<file path="src/hdl/bot_pkg.sv">
// Shared constants for the box overlap tagger.
`default_nettype none
package bot_pkg;

  localparam int unsigned MAX_TRUTH_DEF  = 16;
  localparam int unsigned COORD_BITS_DEF = 12;

  localparam int unsigned OP_BITS  = 2;
  localparam int unsigned TAG_BITS = 2;

  localparam logic [OP_BITS-1:0] OP_CLEAR    = 2'd0;
  localparam logic [OP_BITS-1:0] OP_ADD      = 2'd1;
  localparam logic [OP_BITS-1:0] OP_CLASSIFY = 2'd2;

  localparam logic [TAG_BITS-1:0] TAG_OBJECT    = 2'd0;
  localparam logic [TAG_BITS-1:0] TAG_PERSON    = 2'd1;
  localparam logic [TAG_BITS-1:0] TAG_UNDEFINED = 2'd2;

endpackage
`default_nettype wire

</file>
<file path="src/hdl/box_overlap_tagger_unit.sv">
// Box overlap tagger: ground-truth box table and overlap classification walk.
//
//  channel | signals                                   | handshake
//  --------+-------------------------------------------+--------------------------
//  command | operation, box_x, box_y, box_w, box_h     | start && !busy
//  result  | tag                                       | done, one cycle, no stall
//
// Busy stays low for add and clear.
// A classify of an empty table returns object in the cycle after acceptance.
// A classify over N stored boxes reads one table entry per cycle through the
// score pipeline; the walk ends after the last entry or at the first person
// match, and busy falls with done.
// rst is synchronous and empties the table; stored box words are not cleared.
`default_nettype none
module box_overlap_tagger_unit #(
  parameter int unsigned MAX_TRUTH  = bot_pkg::MAX_TRUTH_DEF,
  parameter int unsigned COORD_BITS = bot_pkg::COORD_BITS_DEF
) (
  input  wire logic                          clk,
  input  wire logic                          rst,
  input  wire logic                          start,
  output logic                               busy,
  input  wire logic [bot_pkg::OP_BITS-1:0]   operation,
  input  wire logic [COORD_BITS-1:0]         box_x,
  input  wire logic [COORD_BITS-1:0]         box_y,
  input  wire logic [COORD_BITS-1:0]         box_w,
  input  wire logic [COORD_BITS-1:0]         box_h,
  output logic                               done,
  output logic [bot_pkg::TAG_BITS-1:0]       tag
);

  localparam int unsigned AW = (MAX_TRUTH > 1) ? $clog2(MAX_TRUTH) : 1;
  localparam int unsigned CW = $clog2(MAX_TRUTH + 1);
  localparam int unsigned C  = COORD_BITS;
  localparam int unsigned S  = COORD_BITS + 1;
  localparam int unsigned PW = 2 * S + 4;

  localparam logic ST_IDLE = 1'b0;
  localparam logic ST_WALK = 1'b1;

  typedef logic [4*C-1:0] box_word_t;

  logic [4*C-1:0] mem [MAX_TRUTH];
  box_word_t      mem_q;

  logic          st;
  logic [CW-1:0] count;
  logic [CW-1:0] rd_idx;
  logic [C-1:0]  p_x, p_y, p_w, p_h;

  logic          accept;
  logic          issue;
  logic          issue_last;

  logic          s1_vld, s1_last;
  logic          s2_vld, s2_last, s2_hit;
  logic [S-1:0]  s2_iw, s2_ih, s2_bw, s2_bh;
  logic          s3_vld, s3_last, s3_hit;
  logic [2*S-1:0] s3_inter, s3_bound;

  logic [C-1:0]  g_x, g_y, g_w, g_h;
  logic [S-1:0]  px1, py1, px2, py2, gx1, gy1, gx2, gy2;
  logic [S-1:0]  ix1, iy1, ix2, iy2, bx1, by1, bx2, by2;
  logic          hit;

  logic [PW-1:0] inter_w, bound_w, inter5, bound3, inter10;
  logic [bot_pkg::TAG_BITS-1:0] score;
  logic          finish;

  assign accept     = start && !busy;
  assign busy       = (st == ST_WALK);
  assign issue      = (st == ST_WALK) && (rd_idx < count);
  assign issue_last = (rd_idx == count - CW'(1));

  // table write on add
  always_ff @(posedge clk) begin
    if (accept && operation == bot_pkg::OP_ADD && count < CW'(MAX_TRUTH)) begin
      mem[count[AW-1:0]] <= {box_x, box_y, box_w, box_h};
    end
  end

  // table read, one entry per cycle during the walk
  always_ff @(posedge clk) begin
    if (issue) begin
      mem_q <= mem[rd_idx[AW-1:0]];
    end
  end

  // stage 1: edges of intersection and bounding rectangle
  assign {g_x, g_y, g_w, g_h} = mem_q;
  assign px1 = S'(p_x);
  assign py1 = S'(p_y);
  assign px2 = S'(p_x) + S'(p_w);
  assign py2 = S'(p_y) + S'(p_h);
  assign gx1 = S'(g_x);
  assign gy1 = S'(g_y);
  assign gx2 = S'(g_x) + S'(g_w);
  assign gy2 = S'(g_y) + S'(g_h);
  assign ix1 = (px1 > gx1) ? px1 : gx1;
  assign iy1 = (py1 > gy1) ? py1 : gy1;
  assign ix2 = (px2 < gx2) ? px2 : gx2;
  assign iy2 = (py2 < gy2) ? py2 : gy2;
  assign bx1 = (px1 < gx1) ? px1 : gx1;
  assign by1 = (py1 < gy1) ? py1 : gy1;
  assign bx2 = (px2 > gx2) ? px2 : gx2;
  assign by2 = (py2 > gy2) ? py2 : gy2;
  assign hit = (ix2 > ix1) && (iy2 > iy1);

  always_ff @(posedge clk) begin
    s2_hit  <= hit;
    s2_last <= s1_last;
    s2_iw   <= ix2 - ix1;
    s2_ih   <= iy2 - iy1;
    s2_bw   <= bx2 - bx1;
    s2_bh   <= by2 - by1;
  end

  // stage 2: areas
  always_ff @(posedge clk) begin
    s3_hit   <= s2_hit;
    s3_last  <= s2_last;
    s3_inter <= s2_iw * s2_ih;
    s3_bound <= s2_bw * s2_bh;
  end

  // stage 3: thresholds 0.6 and 0.1
  assign inter_w = PW'(s3_inter);
  assign bound_w = PW'(s3_bound);
  assign inter5  = (inter_w << 2) + inter_w;
  assign bound3  = (bound_w << 1) + bound_w;
  assign inter10 = inter5 << 1;

  always_comb begin
    priority if (!s3_hit) begin
      score = bot_pkg::TAG_OBJECT;
    end else if (inter5 >= bound3) begin
      score = bot_pkg::TAG_PERSON;
    end else if (inter10 > bound_w) begin
      score = bot_pkg::TAG_UNDEFINED;
    end else begin
      score = bot_pkg::TAG_OBJECT;
    end
  end

  assign finish = s3_vld && (s3_last || score == bot_pkg::TAG_PERSON);

  // control
  always_ff @(posedge clk) begin
    if (rst) begin
      st     <= ST_IDLE;
      count  <= '0;
      rd_idx <= '0;
      s1_vld <= 1'b0;
      s2_vld <= 1'b0;
      s3_vld <= 1'b0;
      done   <= 1'b0;
      tag    <= bot_pkg::TAG_OBJECT;
    end else begin
      done <= 1'b0;
      if (st == ST_WALK) begin
        if (finish) begin
          st     <= ST_IDLE;
          s1_vld <= 1'b0;
          s2_vld <= 1'b0;
          s3_vld <= 1'b0;
          done   <= 1'b1;
          tag    <= score;
        end else begin
          s1_vld <= issue;
          s2_vld <= s1_vld;
          s3_vld <= s2_vld;
          if (issue) begin
            rd_idx <= rd_idx + CW'(1);
          end
        end
      end else if (accept) begin
        unique case (operation)
          bot_pkg::OP_CLEAR: begin
            count <= '0;
          end
          bot_pkg::OP_ADD: begin
            if (count < CW'(MAX_TRUTH)) begin
              count <= count + CW'(1);
            end
          end
          bot_pkg::OP_CLASSIFY: begin
            if (count == '0) begin
              done <= 1'b1;
              tag  <= bot_pkg::TAG_OBJECT;
            end else begin
              st     <= ST_WALK;
              rd_idx <= '0;
            end
          end
          default: begin
          end
        endcase
      end
    end
  end

  // pipeline tags and predicted box
  always_ff @(posedge clk) begin
    s1_last <= issue_last;
    if (accept) begin
      p_x <= box_x;
      p_y <= box_y;
      p_w <= box_w;
      p_h <= box_h;
    end
  end

endmodule
`default_nettype wire
</file>
<file path="config.mk">
export PLATFORM = sky130hd
export DESIGN_NAME = box_overlap_tagger_unit
export DESIGN_NICKNAME = d
export VERILOG_FILES = /design/src/hdl/bot_pkg.sv /design/src/hdl/box_overlap_tagger_unit.sv
export SDC_FILE = /design/constraint.sdc
export NUM_CORES = 2
export LEC_CHECK = 0
export BUFFER_PORTS_ARGS = -buffer_cell sky130_fd_sc_hd__buf_2
export CAP_MARGIN = 5
export CORE_ASPECT_RATIO = 0.5
export CORE_MARGIN = 2
export CORE_UTILIZATION = 30
export DETAILED_ROUTE_END_ITERATION = 16
export GPL_TIMING_DRIVEN = 0
export PLACE_DENSITY = 0.53
export SLEW_MARGIN = 5
export SYNTH_ARGS = -nofsm -noshare
export SYNTH_HDL_FRONTEND = slang
export SYNTH_SLANG_ARGS = --single-unit
</file>
<file path="constraint.sdc">
create_clock -name clk -period 9.8 [get_ports clk]
set_input_delay 0.98 -clock clk [delete_from_list [all_inputs] [get_ports clk]]
set_output_delay 0.98 -clock clk [all_outputs]
set_load 0.01 [all_outputs]
</file>
* Yosys cells after proc, flatten, opt, wreduce, memory -nomap -nowiden *
Memories as Yosys holds them, arrays and structs flattened. A register that Yosys moved wholly into a read port is not among the register bits.
Cells that the tools add are included.

storage, ports and cells
  register bits = 174
  bits in writable memories = 768
  input port bits = 53
  output and inout port bits = 4
  word-level logic and storage cells = 119
  memories kept = 1

cells by class
  $add $sub $neg = 13
  multipliers = 2
  order comparisons = 14
  eq/ne operators = 9
  multiplexer cells = 39
  bitwise logic cells = 1
  reduce and logical (&&, ||, !) cells = 17

memories
  memory  words  width  read ports  clocked after memory_dff  wr ports  RTL line                       text
  mem     16     48     1           1                         1         box_overlap_tagger_unit.sv:43  logic [4*C-1:0] mem [MAX_TRUTH];

operators by type and width
  kind                                                              number
  12-bit by 12-bit adder with 13-bit output                         4
  13-bit by 13-bit multiplier with 26-bit output                    2
  13-bit 2-to-1 mux                                                 4
  13-bit by 12-bit subtractor with 13-bit output                    4
  12-bit 2-to-1 mux                                                 4
  5-bit 2-to-1 mux                                                  7
  30-bit by 26-bit greater-than comparator with 1-bit output        1
  28-bit by 26-bit adder with 29-bit output                         1
  29-bit by 28-bit >= comparator with 1-bit output                  1
  27-bit by 26-bit adder with 28-bit output                         1
  13-bit by 12-bit greater-than comparator with 1-bit output        2
  13-bit greater-than comparator                                    2
  13-bit < comparator                                               2
  12-bit greater-than comparator                                    2
  12-bit < comparator                                               2
  2-bit 2-to-1 mux                                                  8
  1-bit 2-to-1 mux                                                  15
  5-bit by 1-bit adder with 5-bit output (second input constant)    2
  5-bit case mux with 2 select lines                                1
  4-bit AND reduction                                               2
  2-bit nonzero test                                                4
  1-bit logical AND                                                 6
  2-bit by 1-bit != test with 1-bit output (second input constant)  3
  5-bit equality test                                               1
  other kinds (12)                                                  14

* Depth between registers and ports, before layout *
  depth after elaboration = 10
  mapped depth = 34
  mapped depth without buffers = 33

* Least setup slack after synthesis *
OpenSTA, ideal clock, no wires.

  kind = input-to-reg
  from = in start
  to = mem mem[3][0] in the netlist's numbering (enable)
  library setup time = 0.513 ns
  data arrival time = 7.384 ns
  required time = 9.287 ns
  path slack = 1.904 ns
  stages on the path = 7
  path buffers = 1
  path through = nor2b_1 > nor2b_1 > clkbuf_1 > nand2_1 > nor2_1 > nand2_1 > nor3_1

on the way
  cells in the longest elaborated chain, start to end = 5

RTL lines
  element                                 RTL line                       text
  start: declaration                      box_overlap_tagger_unit.sv:21  input wire logic start,
  1-bit logical AND                       box_overlap_tagger_unit.sv:70  assign accept = start && !busy;
  1-bit logical AND (2 in a row)          box_overlap_tagger_unit.sv:77  if (accept && operation == bot_pkg::OP_ADD && count < CW'(MAX_TRUTH)) begin
  1-bit 2-to-1 mux                        box_overlap_tagger_unit.sv:77
  1-bit 2-to-1 mux (not written as such)  box_overlap_tagger_unit.sv:78  mem[count[AW-1:0]] <= {box_x, box_y, box_w, box_h};
  end: declaration                        box_overlap_tagger_unit.sv:43

Every way passes these cells.

* Worst setup path in the final report *
  from = reg p_y[0]
  to = reg s2_bh[12]

on the way
  cells in the longest elaborated chain, start to end = 4
  elaborated cells between the ends (all ways) = 6
  classes of those cells = add/sub: 2; order compare: 2; mux: 2

RTL lines
  element                                             RTL line                        text
  start: declaration                                  box_overlap_tagger_unit.sv:49   logic [C-1:0] p_x, p_y, p_w, p_h;
  start signal: assignment                            box_overlap_tagger_unit.sv:207  p_y <= box_y;
  12-bit by 12-bit adder with 13-bit output           box_overlap_tagger_unit.sv:94   assign py2 = S'(p_y) + S'(p_h);
  13-bit greater-than comparator                      box_overlap_tagger_unit.sv:106  assign by2 = (py2 > gy2) ? py2 : gy2;
  13-bit 2-to-1 mux                                   box_overlap_tagger_unit.sv:106
  13-bit by 12-bit subtractor with 13-bit output (*)  box_overlap_tagger_unit.sv:115  s2_bh <= by2 - by1;
  end signal: assignment                              box_overlap_tagger_unit.sv:115
  end: declaration                                    box_overlap_tagger_unit.sv:57   logic [S-1:0] s2_iw, s2_ih, s2_bw, s2_bh;

Every way passes the cells marked *; elsewhere a longest branch is shown, timed or not.
A chain may end at the register's enable or synchronous reset.

==> reports/qor.txt <==
======================================================================================
Dominant combinational cell family by area after synthesis                 adder cells
Compound-gate portion of the synthesized area                                    5.77%
Per-cell routed wire length                                                    22.5 um
Final setup violation count                                                          0
Starting Density                                                                 30.2%
Kind of critical path                                                       reg -> reg
Die height                                                                      308 um
Remaining global-route overflow                                                      0
CP most frequent cell                                                     sky130_fd_sc_hd__a21oi_1
YS warnings                                                                          0
Worst setup EP type                                                           register
Synthesized netlist cell count                                                    3975
Detailed Route Iter0 Violations                                                   2806
EDFF count, synth                                                                  864
Unrepaired setup endpoints after global routing                                     no
Syn Std Cell Area                                                          0.0554 mm^2
Maximum number of pins on one net before global-route repair                        42
Routability-driven placement congestion ratio                                    0.893
Number of pins with negative max-slew slack in the final report                      0
Number of vias per cell                                                           4.92
Vias after detailed routing                                                      32963
Post-layout minimum cycle time                                                 7.81 ns
Mux share of post-synthesis cell area                                            11.5%
Post-synthesis simple-gate area fraction                                         6.97%
Detailed Routing Iterations Pass 1                                                   7
Max_cap viols                                                                        0
Fill cell instance count of the final layout                                     17690
First-pass GRT wire length                                                   223000 um
Final clock skew                                                             0.0322 ns
Clock slew at the register clock pins of the worst setup and hold paths        0.06 ns
Core area                                                                   0.183 mm^2
Summed negative setup slack over all endpoints                                    0 ns
CP Data Arrival Time                                                           8.44 ns
Number of hold violations in the final report                                        0
Number of nets still failing antenna checks after routing                            0
Synthesis-stage register bit count                                                 990
Area grow syn2layout                                                             13.4%
Leading cell type in the layout, fill and taps excluded                   sky130_fd_sc_hd__edfxtp_1
Fmax achieved                                                                  128 MHz
Postcts setup bufs                                                                   0
Type of the worst min-delay path                                            reg -> reg
Net Count, Synth                                                                  4683
Result of the run                                                            completed
Aggregate routed wire length                                                 150000 um
Max H-tree Level                                                                     3
Cell family with most CP delay                                            compound AO/OA/AOI/OAI gates
Antenna violations before repair                                                    10
Post-synthesis adder-cell area fraction                                          18.2%
Total area of multi-input combinational cells                              0.0250 mm^2
Std-Cell Rows                                                                      111
FF/Latch Area                                                              0.0285 mm^2
Ratio of cells with drive above 1 in the final layout                            13.5%
Clock tree from TritonCTS                                                          yes
Inserted Clock Buffers                                                              96
Die outline width                                                               612 um
Register area share after synthesis                                              51.3%
Xor and xnor area share after synthesis                                          2.46%
Primary flip-flop cell chosen by synthesis mapping                        sky130_fd_sc_hd__edfxtp_1
Count of cells resized by post-cts repair                                            0
Share of synthesized registers carrying an async set or reset                       0%
Maximum buffer depth of the clock tree                                               3
Syn Area/Cell                                                                13.9 um^2
Overall die area                                                            0.188 mm^2
GRT Resource Usage Total                                                         16.0%
Critical path data required time                                              10.43 ns
Number of nets in the finished design                                             4901
Number of different library cells in the post-synthesis netlist                     73
Number of buffers added on ports                                                    56
Total of hold buffers inserted after clock tree synthesis                            0
Clock root buffer                                                         sky130_fd_sc_hd__clkbuf_16
Least-Margin Pin Slew                                                          1.28 ns
Maximum fanout count along the critical path                                        10
Utilization of the core after routing                                            34.3%
Commonest non-fill, non-tap cells in the layout                           sky130_fd_sc_hd__edfxtp_1 (864), sky130_fd_sc_hd__inv_1 (436), sky130_fd_sc_hd__ha_1 (403), sky130_fd_sc_hd__nand2_1 (294), sky130_fd_sc_hd__fa_1 (252)
Num Clock Sinks                                                                    990
Number of standard cells in the layout, taps in and fillers out                   6696
Slowest cell delay on critical path                                            0.75 ns
Worst-Skew Late Latency                                                        0.72 ns
Critical Path Start Type                                                      register
Via count of the first global-routing pass                                       34367
Count of pins on the block boundary                                                 57
Hpwl dp                                                                      113000 um
Placed cell count                                                                 6524
Worst Hold Margin                                                             0.328 ns
Post-route clock period utilization                                              79.7%
Sum of buffers and inverters on the critical path                                    3
Rel. slew slack                                                                  14.8%
Slowest stage cell on the critical path                                   sky130_fd_sc_hd__o41ai_1
Number of design rule violations left after detail routing                           0
======================================================================================
cell families (layout without fill, tap and decap cells):
kind of cell	Yosys count	in the layout
other	0	2
adder cells (fa/ha/maj)	655	655
AND/OR/NAND/NOR	808	808
multiplexers	330	330
AO/OA/AOI/OAI	477	477
buffers and inverters	559	849
flip-flops	990	990
XOR/XNOR	156	156
through the flow:
stage,cell area [um^2],worst slack (ns)
final,62900,1.99
after global routing,62900,1.50
after CTS,62900,2.14
after detailed placement,59900,2.18
after global placement,58800,-6.00
after floorplan,55400,1.90
cell usage after synthesis (35+ instances only):
| master | n | area, um^2 |
|---|---|---|
| sky130_fd_sc_hd__a21o_1 | 60 | 450 |
| sky130_fd_sc_hd__a21oi_1 | 140 | 701 |
| sky130_fd_sc_hd__and2_1 | 135 | 845 |
| sky130_fd_sc_hd__clkbuf_1 | 99 | 372 |
| sky130_fd_sc_hd__dfxtp_1 | 126 | 2520 |
| sky130_fd_sc_hd__edfxtp_1 | 864 | 25900 |
| sky130_fd_sc_hd__fa_1 | 252 | 5040 |
| sky130_fd_sc_hd__ha_1 | 403 | 5040 |
| sky130_fd_sc_hd__inv_1 | 436 | 1640 |
| sky130_fd_sc_hd__mux2_2 | 35 | 394 |
| sky130_fd_sc_hd__mux2i_1 | 54 | 541 |
| sky130_fd_sc_hd__mux4_2 | 240 | 5410 |
| sky130_fd_sc_hd__nand2_1 | 294 | 1100 |
| sky130_fd_sc_hd__nand3_1 | 37 | 185 |
| sky130_fd_sc_hd__nor2_1 | 154 | 578 |
| sky130_fd_sc_hd__nor2b_1 | 43 | 269 |
| sky130_fd_sc_hd__nor3_1 | 43 | 215 |
| sky130_fd_sc_hd__o21a_1 | 38 | 285 |
| sky130_fd_sc_hd__o21ai_0 | 86 | 430 |
| sky130_fd_sc_hd__xnor2_1 | 116 | 1020 |
| sky130_fd_sc_hd__xor2_1 | 40 | 350 |
routing by layer:
layer  vias to the layer above  wire (um)  GRT usage [%]
li1                      14919          -              -
met1                     16966      68200           21.8
met2                       844      71600           26.9
met3                       226       6800           2.08
met4                         8       3740           3.99
met5                         -         48              0
final timing paths:
kind	from	end	slack, ns	cells after the start
setup reg to reg	p_y[0]$_DFFE_PP_	s2_bh[12]$_DFF_P_	1.99	30
hold / removal	s1_last$_DFF_P_	s2_last$_DFF_P_	0.33	0
setup / recovery	p_y[0]$_DFFE_PP_	s2_bh[12]$_DFF_P_	1.99	30
hold reg to reg	s1_last$_DFF_P_	s2_last$_DFF_P_	0.33	0
flip-flops by register name, indices dropped and copies added, names as in the netlist, 2 cells and up:
| name | cells |
|---|---|
| rd_idx | 5 |
| tag | 2 |
| mem | 768 |
| p_w | 12 |
| count | 5 |
| p_x | 12 |
| s3_bound | 26 |
| s2_iw | 13 |
| s2_bh | 13 |
| p_h | 12 |
| s3_inter | 26 |
| p_y | 12 |
| s2_ih | 13 |
| mem_q | 48 |
| s2_bw | 13 |
final cells by class:
type,count,share of cell area (%)
Multi-Input combinational cell,2426,39.7
Inverter,436,2.60
Clock inverter,44,0.663
Sequential cell,990,45.3
Timing Repair Buffer,120,2.04
Antenna cell,2,0.00796
Buffer,123,0.748
Clock buffer,126,4.10
Tap cell,2429,4.83
Power is not shown: default switching activity piles up to over one toggle a cycle in this logic, so the estimate is an artifact.
